File: config.mk
export PLATFORM = sky130hd
export DESIGN_NAME = csv_line_field_parser_core
export DESIGN_NICKNAME = d
export VERILOG_FILES = /design/src/sv/csvp_pkg.sv /design/src/sv/csv_line_field_parser_core.sv /design/src/sv/csvp_parse.sv /design/src/sv/csvp_rsp_queue.sv
export SDC_FILE = /design/constraint.sdc
export NUM_CORES = 1
export LEC_CHECK = 0
export ABC_AREA = 1
export BUFFER_PORTS_ARGS = -buffer_cell sky130_fd_sc_hd__buf_2
export CAP_MARGIN = 20
export CORE_AREA = 2 2 164 206
export CTS_CLUSTER_SIZE = 16
export DETAILED_ROUTE_END_ITERATION = 8
export DIE_AREA = 0 0 166 208
export HOLD_SLACK_MARGIN = 0.08
export PLACE_DENSITY = 0.49
export SETUP_SLACK_MARGIN = 0.1
export SLEW_MARGIN = 40
export SYNTH_ARGS = -nofsm -noshare
export SYNTH_HDL_FRONTEND = slang
export SYNTH_HIERARCHICAL = 1
export SYNTH_SLANG_ARGS = --single-unit
File: constraint.sdc
create_clock -name clock -period 11 [get_ports clock]
set_input_delay 0.55 -clock clock [delete_from_list [all_inputs] [get_ports clock]]
set_output_delay 0.55 -clock clock [all_outputs]
set_load 0.02 [all_outputs]
File: src/sv/csvp_pkg.sv
// Shared types and constants for the CSV line field parser.
// Used by csvp_parse, csvp_rsp_queue and csv_line_field_parser_core; no dependencies.
`default_nettype none

package csvp_pkg;

   localparam logic [7:0] CH_QUOTE = 8'h22;
   localparam logic [7:0] CH_COMMA = 8'h2C;
   localparam logic [7:0] CH_SPACE = 8'h20;

   localparam logic [7:0] MAX_FIELDS_RESET = 8'd16;

   // Result queue depth; a power of two so that the pointers wrap naturally.
   localparam int RSP_DEPTH = 4;
   localparam int RSP_PTR_W = $clog2(RSP_DEPTH);
   localparam int RSP_CNT_W = RSP_PTR_W + 1;

   typedef struct packed {
      logic       byte_valid;
      logic [7:0] byte_out;
      logic       field_done;
      logic [7:0] field_number;
      logic       line_done;
      logic       parse_error;
   } result_type;

   // Results produced by one input beat, in order; num is 0, 1 or 2.
   typedef struct packed {
      logic [1:0] num;
      result_type first;
      result_type second;
   } push_type;

endpackage

`default_nettype wire

File: src/sv/csv_line_field_parser_core.sv
// Channel   Ports                                   Direction  Beat
// req       req_valid/req_ready, req_char_in,       in         one line byte or empty line
//           req_line_last, req_empty_line
// rsp       rsp_valid/rsp_ready, rsp_byte_valid ..  out        one field byte or mark
// csr       csr_write, csr_wdata                    in         max_fields write
//
// A byte is registered, parsed combinationally against the line state and its zero, one
// or two results land in a four-entry result queue; one result leaves per cycle while
// rsp_ready is high. Sustained rate is one req beat per cycle while the queue drains; a
// beat that makes two results waits only while the queue lacks room for both.
// Reset is synchronous and clears the line state, queue and max_fields (to 16).
// rsp stalls back up through the queue into the input register and then req_ready.
// Top level of the CSV line field parser; depends on csvp_pkg, csvp_parse, csvp_rsp_queue.
`default_nettype none

module csv_line_field_parser_core (
   input  wire        clock,
   input  wire        reset,
   input  wire        req_valid,
   output logic       req_ready,
   input  wire  [7:0] req_char_in,
   input  wire        req_line_last,
   input  wire        req_empty_line,
   output logic       rsp_valid,
   input  wire        rsp_ready,
   output logic       rsp_byte_valid,
   output logic [7:0] rsp_byte_out,
   output logic       rsp_field_done,
   output logic [7:0] rsp_field_number,
   output logic       rsp_line_done,
   output logic       rsp_parse_error,
   input  wire        csr_write,
   input  wire  [7:0] csr_wdata
);
   import csvp_pkg::*;

   logic [7:0]           max_fields_ff;
   push_type             push;
   logic [RSP_CNT_W-1:0] rsp_space;
   result_type           rsp_data;

   always_ff @(posedge clock) begin
      if (reset) begin
         max_fields_ff <= MAX_FIELDS_RESET;
      end else if (csr_write) begin
         max_fields_ff <= csr_wdata;
      end
   end

   csvp_parse u_parse (
      .clock          (clock),
      .reset          (reset),
      .req_valid      (req_valid),
      .req_ready      (req_ready),
      .req_char_in    (req_char_in),
      .req_line_last  (req_line_last),
      .req_empty_line (req_empty_line),
      .max_fields     (max_fields_ff),
      .rsp_space      (rsp_space),
      .push           (push)
   );

   csvp_rsp_queue u_rsp_queue (
      .clock     (clock),
      .reset     (reset),
      .push      (push),
      .rsp_space (rsp_space),
      .rsp_valid (rsp_valid),
      .rsp_ready (rsp_ready),
      .rsp_data  (rsp_data)
   );

   assign rsp_byte_valid   = rsp_data.byte_valid;
   assign rsp_byte_out     = rsp_data.byte_out;
   assign rsp_field_done   = rsp_data.field_done;
   assign rsp_field_number = rsp_data.field_number;
   assign rsp_line_done    = rsp_data.line_done;
   assign rsp_parse_error  = rsp_data.parse_error;

`ifndef SYNTHESIS
   // The queue is empty right after reset.
   a_empty_after_reset: assert property (@(posedge clock)
      !reset && $past(reset) |-> !rsp_valid)
      else $error("result beat present right after reset");

   // Only a content byte carries a nonzero byte value.
   a_byte_zero: assert property (@(posedge clock) disable iff (reset)
      rsp_valid && !rsp_byte_valid |-> rsp_byte_out == 8'd0)
      else $error("byte_out nonzero without byte_valid");

   // A completed field is always counted.
   a_field_counted: assert property (@(posedge clock) disable iff (reset)
      rsp_valid && rsp_field_done |-> rsp_field_number != 8'd0)
      else $error("field_done with field_number zero");

   // Content bytes never report an error.
   a_byte_no_error: assert property (@(posedge clock) disable iff (reset)
      rsp_valid && rsp_byte_valid |-> !rsp_parse_error)
      else $error("content byte flagged as error");

   // The queue never takes more results than it has room for.
   a_no_overflow: assert property (@(posedge clock) disable iff (reset)
      push.num != 2'd0 |-> {{(RSP_CNT_W-2){1'b0}}, push.num} <= rsp_space)
      else $error("result queue overflow");
`endif

endmodule

`default_nettype wire

File: src/sv/csvp_parse.sv
// Input register, parser state and the single-pass parse logic of one byte.
// Depends on csvp_pkg.
`default_nettype none

module csvp_parse (
   input  wire                            clock,
   input  wire                            reset,
   input  wire                            req_valid,
   output logic                           req_ready,
   input  wire  [7:0]                     req_char_in,
   input  wire                            req_line_last,
   input  wire                            req_empty_line,
   input  wire  [7:0]                     max_fields,
   input  wire  [csvp_pkg::RSP_CNT_W-1:0] rsp_space,
   output csvp_pkg::push_type             push
);
   import csvp_pkg::*;

   typedef enum logic [2:0] {
      PH_START  = 3'd0,
      PH_PLAIN  = 3'd1,
      PH_QUOTED = 3'd2,
      PH_QSEEN  = 3'd3,
      PH_CLOSED = 3'd4
   } phase_type;

   logic       stage_valid_ff, stage_valid_in;
   logic [7:0] char_ff;
   logic       last_ff;
   logic       empty_ff;

   phase_type  phase_ff, phase_in;
   logic [7:0] seen_ff, seen_in;
   logic       err_ff, err_in;

   result_type res_a, res_b;
   logic       a_vld, b_vld;
   logic       emit_byte, field_end, raise_a;
   phase_type  phase1;
   logic [7:0] seen1, seen2;
   logic       err1, err2;
   logic [1:0] num;
   logic       fire;
   logic       take;

   always_comb begin
      res_a     = '0;
      res_b     = '0;
      a_vld     = 1'b0;
      b_vld     = 1'b0;
      emit_byte = 1'b0;
      field_end = 1'b0;
      raise_a   = 1'b0;
      phase1    = phase_ff;
      seen1     = seen_ff;
      err1      = err_ff;
      seen2     = seen_ff;
      err2      = err_ff;
      phase_in  = phase_ff;
      seen_in   = seen_ff;
      err_in    = err_ff;

      // Byte step: at most one result.
      if (!empty_ff && !err_ff) begin
         unique case (phase_ff)
            PH_PLAIN: begin
               if (char_ff == CH_COMMA) begin
                  field_end = 1'b1;
                  phase1    = PH_START;
               end else begin
                  emit_byte = 1'b1;
               end
            end
            PH_QUOTED: begin
               if (char_ff == CH_QUOTE) begin
                  phase1 = PH_QSEEN;
               end else begin
                  emit_byte = 1'b1;
               end
            end
            PH_QSEEN: begin
               if (char_ff == CH_QUOTE) begin
                  emit_byte = 1'b1;
                  phase1    = PH_QUOTED;
               end else if (char_ff == CH_SPACE) begin
                  phase1 = PH_CLOSED;
               end else if (char_ff == CH_COMMA) begin
                  field_end = 1'b1;
                  phase1    = PH_START;
               end else begin
                  raise_a = 1'b1;
               end
            end
            PH_CLOSED: begin
               if (char_ff == CH_COMMA) begin
                  field_end = 1'b1;
                  phase1    = PH_START;
               end else if (char_ff != CH_SPACE) begin
                  raise_a = 1'b1;
               end
            end
            default: begin
               if (char_ff == CH_COMMA) begin
                  field_end = 1'b1;
               end else if (char_ff == CH_QUOTE) begin
                  phase1 = PH_QUOTED;
               end else begin
                  emit_byte = 1'b1;
                  phase1    = PH_PLAIN;
               end
            end
         endcase
      end

      if (emit_byte) begin
         a_vld              = 1'b1;
         res_a.byte_valid   = 1'b1;
         res_a.byte_out     = char_ff;
         res_a.field_number = seen_ff;
      end else if (raise_a || (field_end && seen_ff >= max_fields)) begin
         a_vld              = 1'b1;
         res_a.parse_error  = 1'b1;
         res_a.field_number = seen_ff;
         err1               = 1'b1;
      end else if (field_end) begin
         seen1              = seen_ff + 8'd1;
         a_vld              = 1'b1;
         res_a.field_done   = 1'b1;
         res_a.field_number = seen1;
      end

      seen2 = seen1;
      err2  = err1;

      if (empty_ff || last_ff) begin
         // Line end: close the open field, or report the failure.
         if (err1) begin
            if (!a_vld) begin
               b_vld              = 1'b1;
               res_b.parse_error  = 1'b1;
               res_b.field_number = seen1;
            end
         end else if (phase1 == PH_QUOTED || seen1 >= max_fields) begin
            b_vld              = 1'b1;
            res_b.parse_error  = 1'b1;
            res_b.field_number = seen1;
            err2               = 1'b1;
         end else begin
            seen2 = seen1 + 8'd1;
            // The last content byte carries the field end when it can.
            if (a_vld && res_a.byte_valid && !res_a.field_done && !res_a.parse_error) begin
               res_a.field_done   = 1'b1;
               res_a.field_number = seen2;
            end else begin
               b_vld              = 1'b1;
               res_b.field_done   = 1'b1;
               res_b.field_number = seen2;
            end
         end
         if (b_vld) begin
            res_b.line_done = 1'b1;
            if (err2) begin
               res_b.parse_error = 1'b1;
            end
         end else if (a_vld) begin
            res_a.line_done = 1'b1;
            if (err2) begin
               res_a.parse_error = 1'b1;
            end
         end
         phase_in = PH_START;
         seen_in  = 8'd0;
         err_in   = 1'b0;
      end else begin
         phase_in = phase1;
         seen_in  = seen1;
         err_in   = err1;
      end
   end

   assign num  = {1'b0, a_vld} + {1'b0, b_vld};
   assign fire = stage_valid_ff && ({{(RSP_CNT_W-2){1'b0}}, num} <= rsp_space);
   assign take = req_valid && req_ready;

   assign req_ready      = !stage_valid_ff || fire;
   assign stage_valid_in = take || (stage_valid_ff && !fire);

   always_comb begin
      push.num    = fire ? num : 2'd0;
      push.first  = a_vld ? res_a : res_b;
      push.second = res_b;
   end

   always_ff @(posedge clock) begin
      if (reset) begin
         stage_valid_ff <= 1'b0;
         phase_ff       <= PH_START;
         seen_ff        <= 8'd0;
         err_ff         <= 1'b0;
      end else begin
         stage_valid_ff <= stage_valid_in;
         if (fire) begin
            phase_ff <= phase_in;
            seen_ff  <= seen_in;
            err_ff   <= err_in;
         end
      end
   end

   always_ff @(posedge clock) begin
      if (take) begin
         char_ff  <= req_char_in;
         last_ff  <= req_line_last;
         empty_ff <= req_empty_line;
      end
   end

endmodule

`default_nettype wire

File: src/sv/csvp_rsp_queue.sv
// Result queue: takes up to two results per cycle and hands out one beat per
// cycle while rsp_ready is high. Depends on csvp_pkg.
`default_nettype none

module csvp_rsp_queue (
   input  wire                            clock,
   input  wire                            reset,
   input  wire  csvp_pkg::push_type       push,
   output logic [csvp_pkg::RSP_CNT_W-1:0] rsp_space,
   output logic                           rsp_valid,
   input  wire                            rsp_ready,
   output csvp_pkg::result_type           rsp_data
);
   import csvp_pkg::*;

   result_type           entry_ff [RSP_DEPTH];
   logic [RSP_PTR_W-1:0] wr_ptr_ff, wr_ptr_in;
   logic [RSP_PTR_W-1:0] rd_ptr_ff, rd_ptr_in;
   logic [RSP_CNT_W-1:0] count_ff, count_in;
   logic [RSP_PTR_W-1:0] wr_next;
   logic                 pop;

   assign pop       = rsp_valid && rsp_ready;
   assign rsp_valid = (count_ff != '0);
   assign rsp_data  = entry_ff[rd_ptr_ff];
   assign rsp_space = RSP_CNT_W'(RSP_DEPTH) - count_ff;
   assign wr_next   = wr_ptr_ff + RSP_PTR_W'(1);

   assign wr_ptr_in = wr_ptr_ff + RSP_PTR_W'(push.num);
   assign rd_ptr_in = rd_ptr_ff + RSP_PTR_W'(pop);
   assign count_in  = count_ff + RSP_CNT_W'(push.num) - RSP_CNT_W'(pop);

   always_ff @(posedge clock) begin
      if (reset) begin
         wr_ptr_ff <= '0;
         rd_ptr_ff <= '0;
         count_ff  <= '0;
      end else begin
         wr_ptr_ff <= wr_ptr_in;
         rd_ptr_ff <= rd_ptr_in;
         count_ff  <= count_in;
      end
   end

   always_ff @(posedge clock) begin
      if (push.num != 2'd0) begin
         entry_ff[wr_ptr_ff] <= push.first;
      end
      if (push.num == 2'd2) begin
         entry_ff[wr_next] <= push.second;
      end
   end

endmodule

`default_nettype wire
# Yosys cells after proc, flatten, opt, wreduce, memory -nomap -nowiden

Memories as Yosys holds them, arrays and structs flattened. A register that Yosys moved wholly into a read port is not among the register bits.
Index checks and enable logic that the tools add are counted.

Register bits: 38
RAM bits: 80
Bits of input ports: 23
Output and inout port bits: 22
Memories: 1

$add $sub $neg: 9
$lt $le $gt $ge: 3
Equality and inequality tests: 10
Mux-type cells: 76
Reduce and logical (&&, ||, !) cells: 23

Memory list:

| memory               | words | bits a word | read ports | clocked after Yosys merged registers in | wr ports | line                 | source |
|---|---|---|---|---|---|---|---|
| u_rsp_queue.entry_ff | 4     | 20          | 1          | 1                                       | 2        | csvp_rsp_queue.sv:16 | `result_type entry_ff [RSP_DEPTH];` |

Operator list:

| kind                                                                    | count |
|---|---|
| 8-bit two-way mux                                                       | 9 |
| 9-bit two-way mux                                                       | 6 |
| 1-bit two-way mux                                                       | 42 |
| 8-bit by 6-bit equality test with 1-bit output, second input constant   | 3 |
| 11-bit two-way mux                                                      | 2 |
| 3-bit two-way mux                                                       | 7 |
| 20-bit two-way mux                                                      | 1 |
| 8-bit by 1-bit adder with 8-bit output, second input constant           | 2 |
| 8-bit >= comparator                                                     | 2 |
| 2-bit two-way mux                                                       | 5 |
| 3-bit by 2-bit equality test with 1-bit output, second input constant   | 3 |
| 1-bit logical AND                                                       | 9 |
| 3-bit case mux with 3 select lines                                      | 1 |
| 8-bit by 6-bit inequality test with 1-bit output, second input constant | 1 |
| 1-bit zero test                                                         | 6 |
| 1-bit logical OR                                                        | 5 |
| 1-bit case mux with 2 select lines                                      | 2 |
| 1-bit case mux with 4 select lines                                      | 1 |
| 3-bit by 2-bit adder with 3-bit output                                  | 1 |
| 3-bit by 1-bit equality test with 1-bit output, second input constant   | 1 |
| 3-bit equality test, second input constant                              | 1 |
| 2-bit by 3-bit <= comparator with 1-bit output                          | 1 |
| 3-bit nonzero test                                                      | 1 |
| 3-bit by 1-bit subtractor with 3-bit output                             | 1 |
| 8 further kinds                                                         | 8 |

# Longest topological paths before layout

Gate-level depths: netlist (run 1).

Depth after elaboration: 25
Depth in mapped cells: 42
Depth with buffers taken out: 41

# By module

Netlist (run 1), hierarchy kept.

By module, submodules not included:

| module                     | times used | cells each | area an instance (µm²) |
|---|---|---|---|
| csvp_rsp_queue             | 1          | 504        | 4662.0 |
| csvp_parse                 | 1          | 499        | 3039.2 |
| csv_line_field_parser_core | 1          | 50         | 339.1 |

# Least setup slack after synthesis (run 1)

No wires, ideal clock.

Path kind: flip-flop to flip-flop
Start point: reg u_parse.seen_ff[0]
End point: mem u_rsp_queue/entry_ff[0][0] (netlist bit), enable pin
Setup time: 377 ps
Arrival time: 5412 ps
Data required time: 10623 ps
Slack: 5211 ps
Cell stages (with the launch flop): 38
Buffers on the path: 3
Period minus slack after synthesis: 5789 ps
Cell sequence: dfxtp_1 inv_1 ha_1 nand2_1 nand3_1 nand2_1 nand2_1 nand2_1 nand2_1 nand2_4 nand2_4 buf_6 nand2_1 nand2_2 inv_1 ha_1 a21oi_1 o21ai_0 [... 2 more ...] nor2_1 inv_1 nand2_1 inv_1 ha_1 ha_1 inv_1 nor2_1 nor2_1 a211oi_1 nor2_1 inv_1 clkbuf_1 nor2_1 nor2_4 nand2_4 buf_6 nand2_1

RTL lines:

| item                   | line                 | source |
|---|---|---|
| start, declared        | csvp_parse.sv:33     | `logic [7:0] seen_ff, seen_in;` |
| start signal, assigned | csvp_parse.sv:204    | `seen_ff <= seen_in;` |
| end, declared          | csvp_rsp_queue.sv:16 |  |

==> results of run 1 <==
routing by layer:
layer | GRT usage (%) | wire length, µm
met5 | 0 | 0
met1 | 15.9 | 9720
met2 | 22.4 | 10800
met4 | 4.62 | 526
met3 | 2.05 | 866
Yosys cell counts, types with 2 or more instances:
| library cell | instances | share of area (%) |
|---|---|---|
| buf_2 | 5 | 0.31 |
| inv_2 | 13 | 0.61 |
| inv_1 | 130 | 6.1 |
| o21a_1 | 2 | 0.19 |
| o211ai_1 | 23 | 2.1 |
| nor2_2 | 10 | 0.78 |
| nand3_1 | 49 | 3.1 |
| ha_1 | 27 | 4.2 |
| a21oi_1 | 30 | 1.9 |
| o2111ai_1 | 2 | 0.22 |
| nand2_4 | 14 | 2.0 |
| dfxtp_1 | 28 | 7.0 |
| buf_4 | 13 | 1.2 |
| o21ai_2 | 37 | 4.0 |
| nor2_4 | 6 | 0.84 |
| nand3_2 | 2 | 0.25 |
| o21ai_0 | 35 | 2.2 |
| o21ai_1 | 53 | 3.3 |
| nand4_1 | 6 | 0.47 |
| a211oi_1 | 3 | 0.28 |
| buf_6 | 18 | 2.5 |
| clkbuf_1 | 14 | 0.65 |
| edfxtp_1 | 90 | 34 |
| nand2_1 | 302 | 14 |
| xor2_1 | 3 | 0.33 |
| nand2_2 | 15 | 1.2 |
| nor2_1 | 108 | 5.0 |
stage by stage:
stage	utilization, %	power, mW
2_1_floorplan	-	0.924
3_3_place_gp	26.0	1.07
3_5_place_dp	26.0	1.07
4_1_cts	28.0	1.68
5_1_grt	28.0	1.76
6_report	28.0	1.66
registers in the layout, summed over array words and instances (netlist names):
name / cells
u_parse/phase_ff: 3
max_fields_ff: 8
u_parse/last_ff: 1
u_parse/empty_ff: 1
u_rsp_queue/count_ff: 3
u_parse/char_ff: 8
u_parse/err_ff: 1
u_rsp_queue/rd_ptr_ff: 2
u_rsp_queue/wr_ptr_ff: 2
u_parse/seen_ff: 8
u_rsp_queue/entry_ff: 80
u_parse/stage_valid_ff: 1
how the worst min path moves through the flow:
stage                                        startpoint                             to  slack, ns  depth (start not counted)
after CTS                                 req_line_last      u_parse/last_ff$_DFFE_PP_       0.30                          1
after global routing                     req_char_in[3]   u_parse/char_ff[3]$_DFFE_PP_       0.30                          1
after global placement    max_fields_ff[4]$_SDFFE_PP1P_  max_fields_ff[4]$_SDFFE_PP1P_       0.45                          2
final                                    req_char_in[7]   u_parse/char_ff[7]$_DFFE_PP_       0.32                          1
after detailed placement  max_fields_ff[4]$_SDFFE_PP1P_  max_fields_ff[4]$_SDFFE_PP1P_       0.46                          2
after floorplan           max_fields_ff[4]$_SDFFE_PP1P_  max_fields_ff[4]$_SDFFE_PP1P_       0.43                          2
power groups by stage:
stage / combinational [mW] / sequential [mW] / clock, mW
after global routing: 0.551 / 0.577 / 0.636
final: 0.483 / 0.571 / 0.608
after CTS: 0.493 / 0.572 / 0.618
after floorplan: 0.357 / 0.567 / 0
after detailed placement: 0.490 / 0.581 / 0
after global placement: 0.488 / 0.580 / 0
layout make-up:
cell class / instances / share of cell area (%)
multi-input cells: 748 / 42.9
flip-flops and latches: 118 / 35.9
inverters: 145 / 6.04
well taps: 418 / 5.76
clock buffers: 18 / 4.72
repair buffers: 45 / 2.51
clock inverters: 14 / 2.19
kinds of logic (layout without fill, tap and decap cells):
logic type	after synthesis	after routing
AOI/OAI and AO/OA	189	189
xor gates and xnor gates	5	5
and+or+nand+nor	517	517
other	1	9
adders and majority gates	28	28
buffers and inverters	195	222
DFF	118	118
==> flow_summary.ini, run 1 <==
[finish]
postLayoutCellArea_um2 = 9090
multi_input_area_um2 = 3890
regArea_um2 = 3260
nNetsFinal = 1126
fillers = 3529
final_common_cell = nand2_1
area_delta_synth_final_pct = 13.0
final_cell_mix = 298 x nand2_1, 130 x inv_1, 107 x nor2_1
stdcell_count = 1506
n_antenna_cell = 0
drive_above_1_share_pct = 16.7

[critical_path]
cp-start-kind = register
r2r-end = u_rsp_queue/entry_ff[1][8]$_DFFE_PP_
ff2ff_path_depth = 36
crit_end = u_rsp_queue/entry_ff[1][8]$_DFFE_PP_
end_kind = register
critPathTopFamily = simple AND/OR/NAND/NOR gates
crit_required_ns = 11.05
crit_type = reg -> reg
arrival_ns = 7.08
cp-startpoint = u_parse/seen_ff[0]$_SDFFE_PP0P_
critPathMaxStageDelay_ns = 0.55
crit_slowest_cell = nand2_2
crit-reg2reg-launch = u_parse/seen_ff[0]$_SDFFE_PP0P_
path_max_fanout = 41
r2r_slack_ns = 3.96
worst-path-buf-inv = 7
worstSetupPathDepth = 36
cpMostUsedCell = nand2_1

[timing]
fin_skew_ns = 0.0116
setup_ws_ns = 3.96
clock.fmax_mhz = 142
worst_hold_slack_ns = 0.315
fin_crit_sh_pct = 64.0
fin_tns_setup_ns = 0
period_needed_ns = 7.04
rsz0062_at_grt = no
worstMarginPinSlew_ns = 0.642
slew_viol_final = 0
final_hold_viol_count = 0
setup_viol = 0
maxSlewHeadroom_pct = 57.2

[logic_synthesis]
ys_types = 42
synthSimpleGateAreaFrac_pct = 28.2
seq_area_frac_synth_pct = 40.6
syn_inst = 1053
synth.area.mux_share_pct = 0
ys_ff_latch = 118
synthXorXnorAreaFrac_pct = 0.638
synth_compound_area_share_pct = 14.6
syn_area_um2 = 8040
ys.flop_type = edfxtp_1
synth_edf_count = 90
async_reset_ff_share_pct = 0
avgSynthCellArea_um2 = 7.64
synth_fa_ha_area_share_pct = 4.45
synth_top_family_by_area = simple AND/OR/NAND/NOR gates
synth_warnings = 6

[pwr]
ir_drop_uv = 93.6
seqPwrFrac_pct = 34.4
pwr-share-clk_pct = 36.6
sw_frac_of_total_pct = 35.9
pwr-share-comb_pct = 29.1
p_int_mw = 1.07
p_per_area_nw_per_um2 = 183
p_leak_nw = 3.91
p_sw_uw = 596

[grt]
grtUsageTotal_pct = 12.8
antenna_found_initial = 0
gr-total-overflow = 0
grt_pass1_wl_mm = 35.1
grt_max_degree = 62
grt_pass1_vias = 6493

[routing]
ant_nets = 0
drt_pass1_iterations = 5
drt_iter0_drc = 465
vias = 6680
drc_errors = 0
viasPerCell = 4.44
wl_per_cell_um = 14.6
routed_wl_mm = 22.0

[place]
hpwl_mm = 16.1
pre_cts_slack_ns = 3.97
placedCellCount = 1474
gp_congestion = 0.914
io_buffers = 44
place_area_um2 = 8460

[run]
drv_cap = 0

[cts]
postCtsSetupRepairBufs = 0
clock_sinks = 118
cts_tree = built
cts_resized = 0
cts-root-buf = clkbuf_16
holdBufCountCts = 0
path_clk_slew_ns = 0.06
cts_htree_levels = 4
clk_latency_ns = 0.42
numCtsBuffers = 17
cts.path.max_buffers = 2

[die]
rows = 74
coreArea_um2 = 32500
dieArea_um2 = 34500
dieWidth_um = 166
initial_utilization_pct = 24.7
die_y_um = 208
io_pins = 45

[status]
status = finished, final reports clean

[hold_path]
min-delay-path-class = in -> reg
(Power assumes the default switching activity.)
==> run 2: changes to the inputs <==
- ABC_AREA: 1 -> 0
- CORE_AREA: 2 2 164 206 -> 2 2 160 201
- DIE_AREA: 0 0 166 208 -> 0 0 162 203
- clock period: 11 -> 7 ns (I/O delays scaled with it)
==> run 2 against run 1 <==
Routed wire length is 10% lower. Cell count is 24% lower. Count of clock-buffer cells in the layout is 1 higher. Sequential power is 53% higher. Area after synthesis is 5.4% lower. Non-clock buffer count is 56 higher. Synthesized cell count is 40% lower. Clock skew is 0.0047 ns lower. Design area is 1.5% higher. Critical endpoint is now u_rsp_queue/entry_ff[2][8]$_DFFE_PP_. Largest cell class unchanged. Largest power group unchanged.
==> flow_summary.ini, run 2 <==
[logic_synthesis]
synth.area.mux_share_pct = 21.5
synth_commonest_cells = 90 x edfxtp_1, 45 x mux2_4, 42 x a21oi_1
ys_ff_latch = 118
yosysTopAreaCell = edfxtp_1
synthTopCellsByArea = edfxtp_1 36%, mux2_4 8.9%, dfxtp_1 7.4%, mux4_2 5.9%, mux2_2 5.3%
synth.most_common_cell = edfxtp_1
synth_compound_area_share_pct = 12.4
ys.flop_type = edfxtp_1
synthXorXnorAreaFrac_pct = 1.61
synth_fa_ha_area_share_pct = 4.70
synth_top_area_share_pct = 35.5
seq_area_frac_synth_pct = 42.9
synth_warnings = 6
syn_inst = 637
synthSimpleGateAreaFrac_pct = 11.4
syn_area_um2 = 7610
synth_top_family_by_area = multiplexers
avgSynthCellArea_um2 = 11.9
ys_types = 89
async_reset_ff_share_pct = 0
synth_edf_count = 90

[cts]
numCtsBuffers = 17
cts-root-buf = clkbuf_16
path_clk_slew_ns = 0.05
clk_latency_ns = 0.42
cts_htree_levels = 4
cts.path.max_buffers = 2
clock_sinks = 118
holdBufCountCts = 0
cts_tree = built

[finish]
final_cell_mix = 90 x edfxtp_1, 54 x buf_4, 45 x mux2_4
multi_input_area_um2 = 3990
nNetsFinal = 770
regArea_um2 = 3260
n_antenna_cell = 0
post-route-util_pct = 29.9
final_common_cell = edfxtp_1
largest_reg_flops = 80
drive_above_1_share_pct = 35.5
regMostFlops = u_rsp_queue/entry_ff
fillers = 3208
area_delta_synth_final_pct = 21.3

[routing]
drt_iter0_drc = 537
routed_wl_mm = 19.7
drt_pass1_iterations = 6
viasPerCell = 4.74
wl_per_cell_um = 17.3
drc_errors = 0
ant_nets = 0
vias = 5402

[critical_path]
critPathTopFamily = simple AND/OR/NAND/NOR gates
path_cells = nor4b_2 -> nand2_1 -> or4_1 -> or3_1 -> xor2_2 -> inv_1 -> ha_1 -> a21o_1 -> a2111oi_1 -> o21ai_1 -> and2_1 -> nand2b_1 -> nor2_1 -> nor3_1 -> ha_1 -> ha_1 -> nor2b_1 -> o21ai_1 -> and3_1 -> buf_4 -> nor2b_4 -> and3b_4 -> buf_4 -> mux2_4
arrival_ns = 6.71
crit_slowest_cell = or4_1
critPathMaxStageDelay_ns = 0.67
crit_type = reg -> reg
crit_required_ns = 7.17
cp-start-kind = register
cpMostUsedCell = ha_1
path_max_fanout = 7
worst-path-buf-inv = 3
end_kind = register

[grt]
grtUsageTotal_pct = 12.4
grt_pass1_wl_mm = 31.0
grt_max_degree = 29
antenna_found_initial = 0
gr-total-overflow = 0
grt_pass1_vias = 5445

[pwr]
ir_drop_uv = 167
p_per_area_nw_per_um2 = 278
p_sw_uw = 749
p_int_mw = 1.82
sw_frac_of_total_pct = 29.2
total_power_mw = 2.57
pwr-share-comb_pct = 27.4
pwr-share-clk_pct = 38.6
p_leak_nw = 3.54
seqPwrFrac_pct = 34.1

[timing]
final_hold_viol_count = 0
worstMarginPinSlew_ns = 0.874
slew_viol_final = 0
fin_skew_ns = 0.00693
fin_tns_setup_ns = 0
rsz0062_at_grt = no
fin_crit_sh_pct = 93.4
maxSlewHeadroom_pct = 41.3
period_needed_ns = 6.54
clock.fmax_mhz = 153
setup_viol = 0

[die]
io_pins = 45
initial_utilization_pct = 24.7
dieArea_um2 = 32900
rows = 72
coreArea_um2 = 30800
dieWidth_um = 162
die_y_um = 203

[hold_path]
min-delay-path-class = in -> reg

[place]
io_buffers = 44
hpwl_mm = 14.2
gp_congestion = 0.845

[status]
status = finished, final reports clean

[run]
drv_cap = 0
## run 2: layout make-up
| class | count | area share, % |
|---|---|---|
| sequential | 118 | 35.4 |
| clock inverter | 13 | 2.45 |
| clock buffer | 19 | 4.69 |
| inverter | 34 | 1.38 |
| timing repair buffer | 101 | 7.34 |
| multi-input combinational | 447 | 43.2 |
| tap | 407 | 5.52 |
## run 2: layer usage
metal,vias up,part of all wire (%),global-route usage [%]
met5,-,0,0
met4,0,2.7,5.59
met3,35,3.1,2.02
met2,125,50,21.7
met1,2643,44,14.8
li1,2599,-,-
## run 2: power groups by stage
stage,sequential (mW),clock [mW],combinational [mW]
after floorplan,0.870,0,0.508
after global placement,0.889,0,0.704
final,0.874,0.990,0.702
after CTS,0.876,1.01,0.714
after detailed placement,0.891,0,0.708
after global routing,0.881,1.04,0.767
## run 2: timing repair
action | in CTS | in global routing
setup endpoints to repair | 0 | 161
endpoints found under the hold margin | 0 | 0
resized for setup | 0 | 5
buffers inserted | 0 | 2
## run 2: final timing paths
check,from,to,slack [ns],depth (start not counted)
max,u_parse/char_ff[4]$_DFFE_PP_,u_rsp_queue/entry_ff[2][8]$_DFFE_PP_,0.46,24
max reg2reg,u_parse/char_ff[4]$_DFFE_PP_,u_rsp_queue/entry_ff[2][8]$_DFFE_PP_,0.46,24
min reg2reg,max_fields_ff[1]$_SDFFE_PP0P_,max_fields_ff[1]$_SDFFE_PP0P_,0.49,2
min,req_char_in[2],u_parse/char_ff[2]$_DFFE_PP_,0.11,1
## run 2: worst reg2reg max path: cells and delay by family, from the launching register on
kind / cells / cell delay (ns)
and+or+nand+nor: 12 / 3.02
AOI/OAI and AO/OA: 4 / 1.04
adders and majority gates: 3 / 0.84
buffers and inverters: 3 / 0.43
DFF: 1 / 0.42
muxes: 1 / 0.32
xor gates and xnor gates: 1 / 0.22
## run 2: cell families after synthesis
family | count (synthesis)
xor+xnor | 14
simple gates | 152
other cells | 1
compound gates | 133
buf+inv | 80
fa+ha+maj | 28
mux | 111
flops | 118
## run 2: metrics by stage
stage	area [µm²]	hold slack (ns)	setup WS (ns)	cells
final	9230	0.106	0.462	1139
after global routing	9230	0.0895	0.120	1139
after CTS	9190	0.0879	0.150	1137
after detailed placement	8530	0.483	0.188	1105
after global placement	8520	0.476	0.164	1103
after floorplan	7650	0.419	0.141	645
==> run 3: changes to the inputs <==
- ABC_CLOCK_PERIOD_IN_PS: not set -> 7470
- clock period: 7 -> 7.47 ns (I/O delays scaled with it)
==> run 3 against run 2 <==
Cell count is 2.2% lower. Clock skew grew 0.0037 ns. Global-route usage is 0.20 points lower. Count of clock-buffer cells in the layout is 1 higher. Sequential power down 6.8%. Fmax shrank 4.1%. Via count is 2.4% lower. Clock power down 18%. Worst hold slack improved by 0.021 ns. Largest cell class unchanged.
==> flow_summary.ini, run 3 (synthesis results as in run 2) <==
[cts]
cts-root-buf = clkbuf_16
path_clk_slew_ns = 0.05
postCtsSetupRepairBufs = 0
numCtsBuffers = 17
cts_htree_levels = 4
clk_latency_ns = 0.42
clock_sinks = 118
cts.path.max_buffers = 2
holdBufCountCts = 0
cts_resized = 0
cts_tree = built

[timing]
clock.fmax_mhz = 147
rsz0062_at_grt = no
period_needed_ns = 6.82
worstMarginPinSlew_ns = 0.838
fin_crit_sh_pct = 91.3
fin_skew_ns = 0.0107
final_hold_viol_count = 0
maxSlewHeadroom_pct = 43.6
fin_tns_setup_ns = 0
slew_viol_final = 0
setup_viol = 0

[place]
gp_congestion = 0.886
hpwl_mm = 14.1
place_area_um2 = 8370
io_buffers = 44

[pwr]
pwr-share-clk_pct = 35.8
p_per_area_nw_per_um2 = 253
p_int_mw = 1.58
sw_frac_of_total_pct = 30.8
ir_drop_uv = 122
pwr-share-comb_pct = 28.4
seqPwrFrac_pct = 35.8
p_leak_nw = 3.38
p_sw_uw = 702

[die]
io_pins = 45
rows = 72
die_y_um = 203
dieArea_um2 = 32900
dieWidth_um = 162
initial_utilization_pct = 24.7
coreArea_um2 = 30800

[finish]
drive_above_1_share_pct = 33.8
regMostFlops = u_rsp_queue/entry_ff
largest_reg_flops = 80
nNetsFinal = 745
final_common_cell = edfxtp_1
n_antenna_cell = 0
area_delta_synth_final_pct = 18.1
final_cell_mix = 90 x edfxtp_1, 45 x mux2_4, 44 x buf_2
postLayoutCellArea_um2 = 8980

[grt]
busiest_layer = met2
grtUsageTotal_pct = 12.1
antenna_found_initial = 0
grt_max_degree = 29
met3_usage_pct = 2.49
gr-total-overflow = 0
grt_util_met1_pct = 14.4
met2_usage_pct = 21.6
grt_pass1_wl_mm = 30.6
grt_pass1_vias = 5383

[critical_path]
crit_slowest_cell = or4b_2
path_cells = or4b_2 -> a211oi_1 -> o32ai_4 -> a221oi_2 -> mux2i_2 -> inv_2 -> ha_1 -> nand2b_1 -> a211oi_1 -> o21ai_0 -> and2_1 -> nand2b_1 -> nor2_1 -> nor3_2 -> ha_1 -> ha_1 -> nor2b_1 -> o21ai_1 -> and3_1 -> nor2b_4 -> and3b_4 -> buf_4 -> mux2_4
crit_type = reg -> reg
critPathTopFamily = simple AND/OR/NAND/NOR gates
critPathMaxStageDelay_ns = 0.67
end_kind = register
worst-path-buf-inv = 2
arrival_ns = 6.99
path_max_fanout = 11
cp-start-kind = register
cpMostUsedCell = ha_1
crit_required_ns = 7.64

[routing]
wl_per_cell_um = 17.2
viasPerCell = 4.73
drt_iter0_drc = 378
drc_errors = 0
drt_pass1_iterations = 5
vias = 5271
routed_wl_mm = 19.2
ant_nets = 0

[run]
drv_cap = 0

[status]
status = finished, final reports clean

[hold_path]
min-delay-path-class = in -> reg
[run 3: cell count changes in the layout (fill, tap and decap cells not counted), sizes merged]
cell      delta
clkinvlp     +2
clkinv       +2
clkbuf       +1
inv          -1
bufinv       -4
buf         -25
[run 3: final timing paths]
check / startpoint / slack, ns / cells past startpoint / to
worst max-delay path: u_parse/char_ff[2]$_DFFE_PP_ / 0.65 / 23 / u_rsp_queue/entry_ff[2][8]$_DFFE_PP_
worst min-delay path: req_char_in[2] / 0.13 / 1 / u_parse/char_ff[2]$_DFFE_PP_
worst max register to register: u_parse/char_ff[2]$_DFFE_PP_ / 0.65 / 23 / u_rsp_queue/entry_ff[2][8]$_DFFE_PP_
worst min register to register: max_fields_ff[7]$_SDFFE_PP0P_ / 0.49 / 2 / max_fields_ff[7]$_SDFFE_PP0P_
[run 3: metrics by stage]
| step | hold WS [ns] | cells | total power, mW | setup slack, ns | utilization, % |
|---|---|---|---|---|---|
| global route | 0.100 | 1114 | 2.40 | 0.187 | 29.2 |
| global placement | 0.472 | 1082 | 1.48 | 0.536 | 27.2 |
| finish | 0.127 | 1114 | 2.28 | 0.649 | 29.2 |
| CTS | 0.102 | 1114 | 2.31 | 0.379 | 29.1 |
| floorplan | 0.443 | 645 | 1.29 | 0.550 | - |
| detailed placement | 0.481 | 1082 | 1.48 | 0.417 | 27.2 |
[run 3: final cells by class]
cell class	count	area, µm²
Clock inverter	12	128
Inverter	34	128
Multi-Input combinational cell	447	4000
Timing Repair Buffer	76	498
Sequential cell	118	3260
Tap cell	407	509
Clock buffer	20	457
Fill cell	3222	21800
[run 3: worst register-to-register path: cells and delay by family (launching register included)]
family / cells / cell delay, ns
buffers and inverters: 2 / 0.37
muxes: 2 / 0.66
and+or+nand+nor: 10 / 2.47
AOI/OAI and AO/OA: 6 / 1.71
adders and majority gates: 3 / 0.83
DFF: 1 / 0.52
[run 3: routing by layer]
layer,vias to the layer above,routed length [µm]
met2,103,9880
met4,0,343
met3,22,615
met1,2596,8320
met5,-,0
li1,2550,-
[run 3: power by group through the flow]
stage,Combinational [mW],Clock (mW),Sequential (mW)
finish,0.646,0.816,0.815
global route,0.714,0.866,0.821
CTS,0.659,0.839,0.816
detailed placement,0.654,0,0.830
global placement,0.655,0,0.828
floorplan,0.474,0,0.815
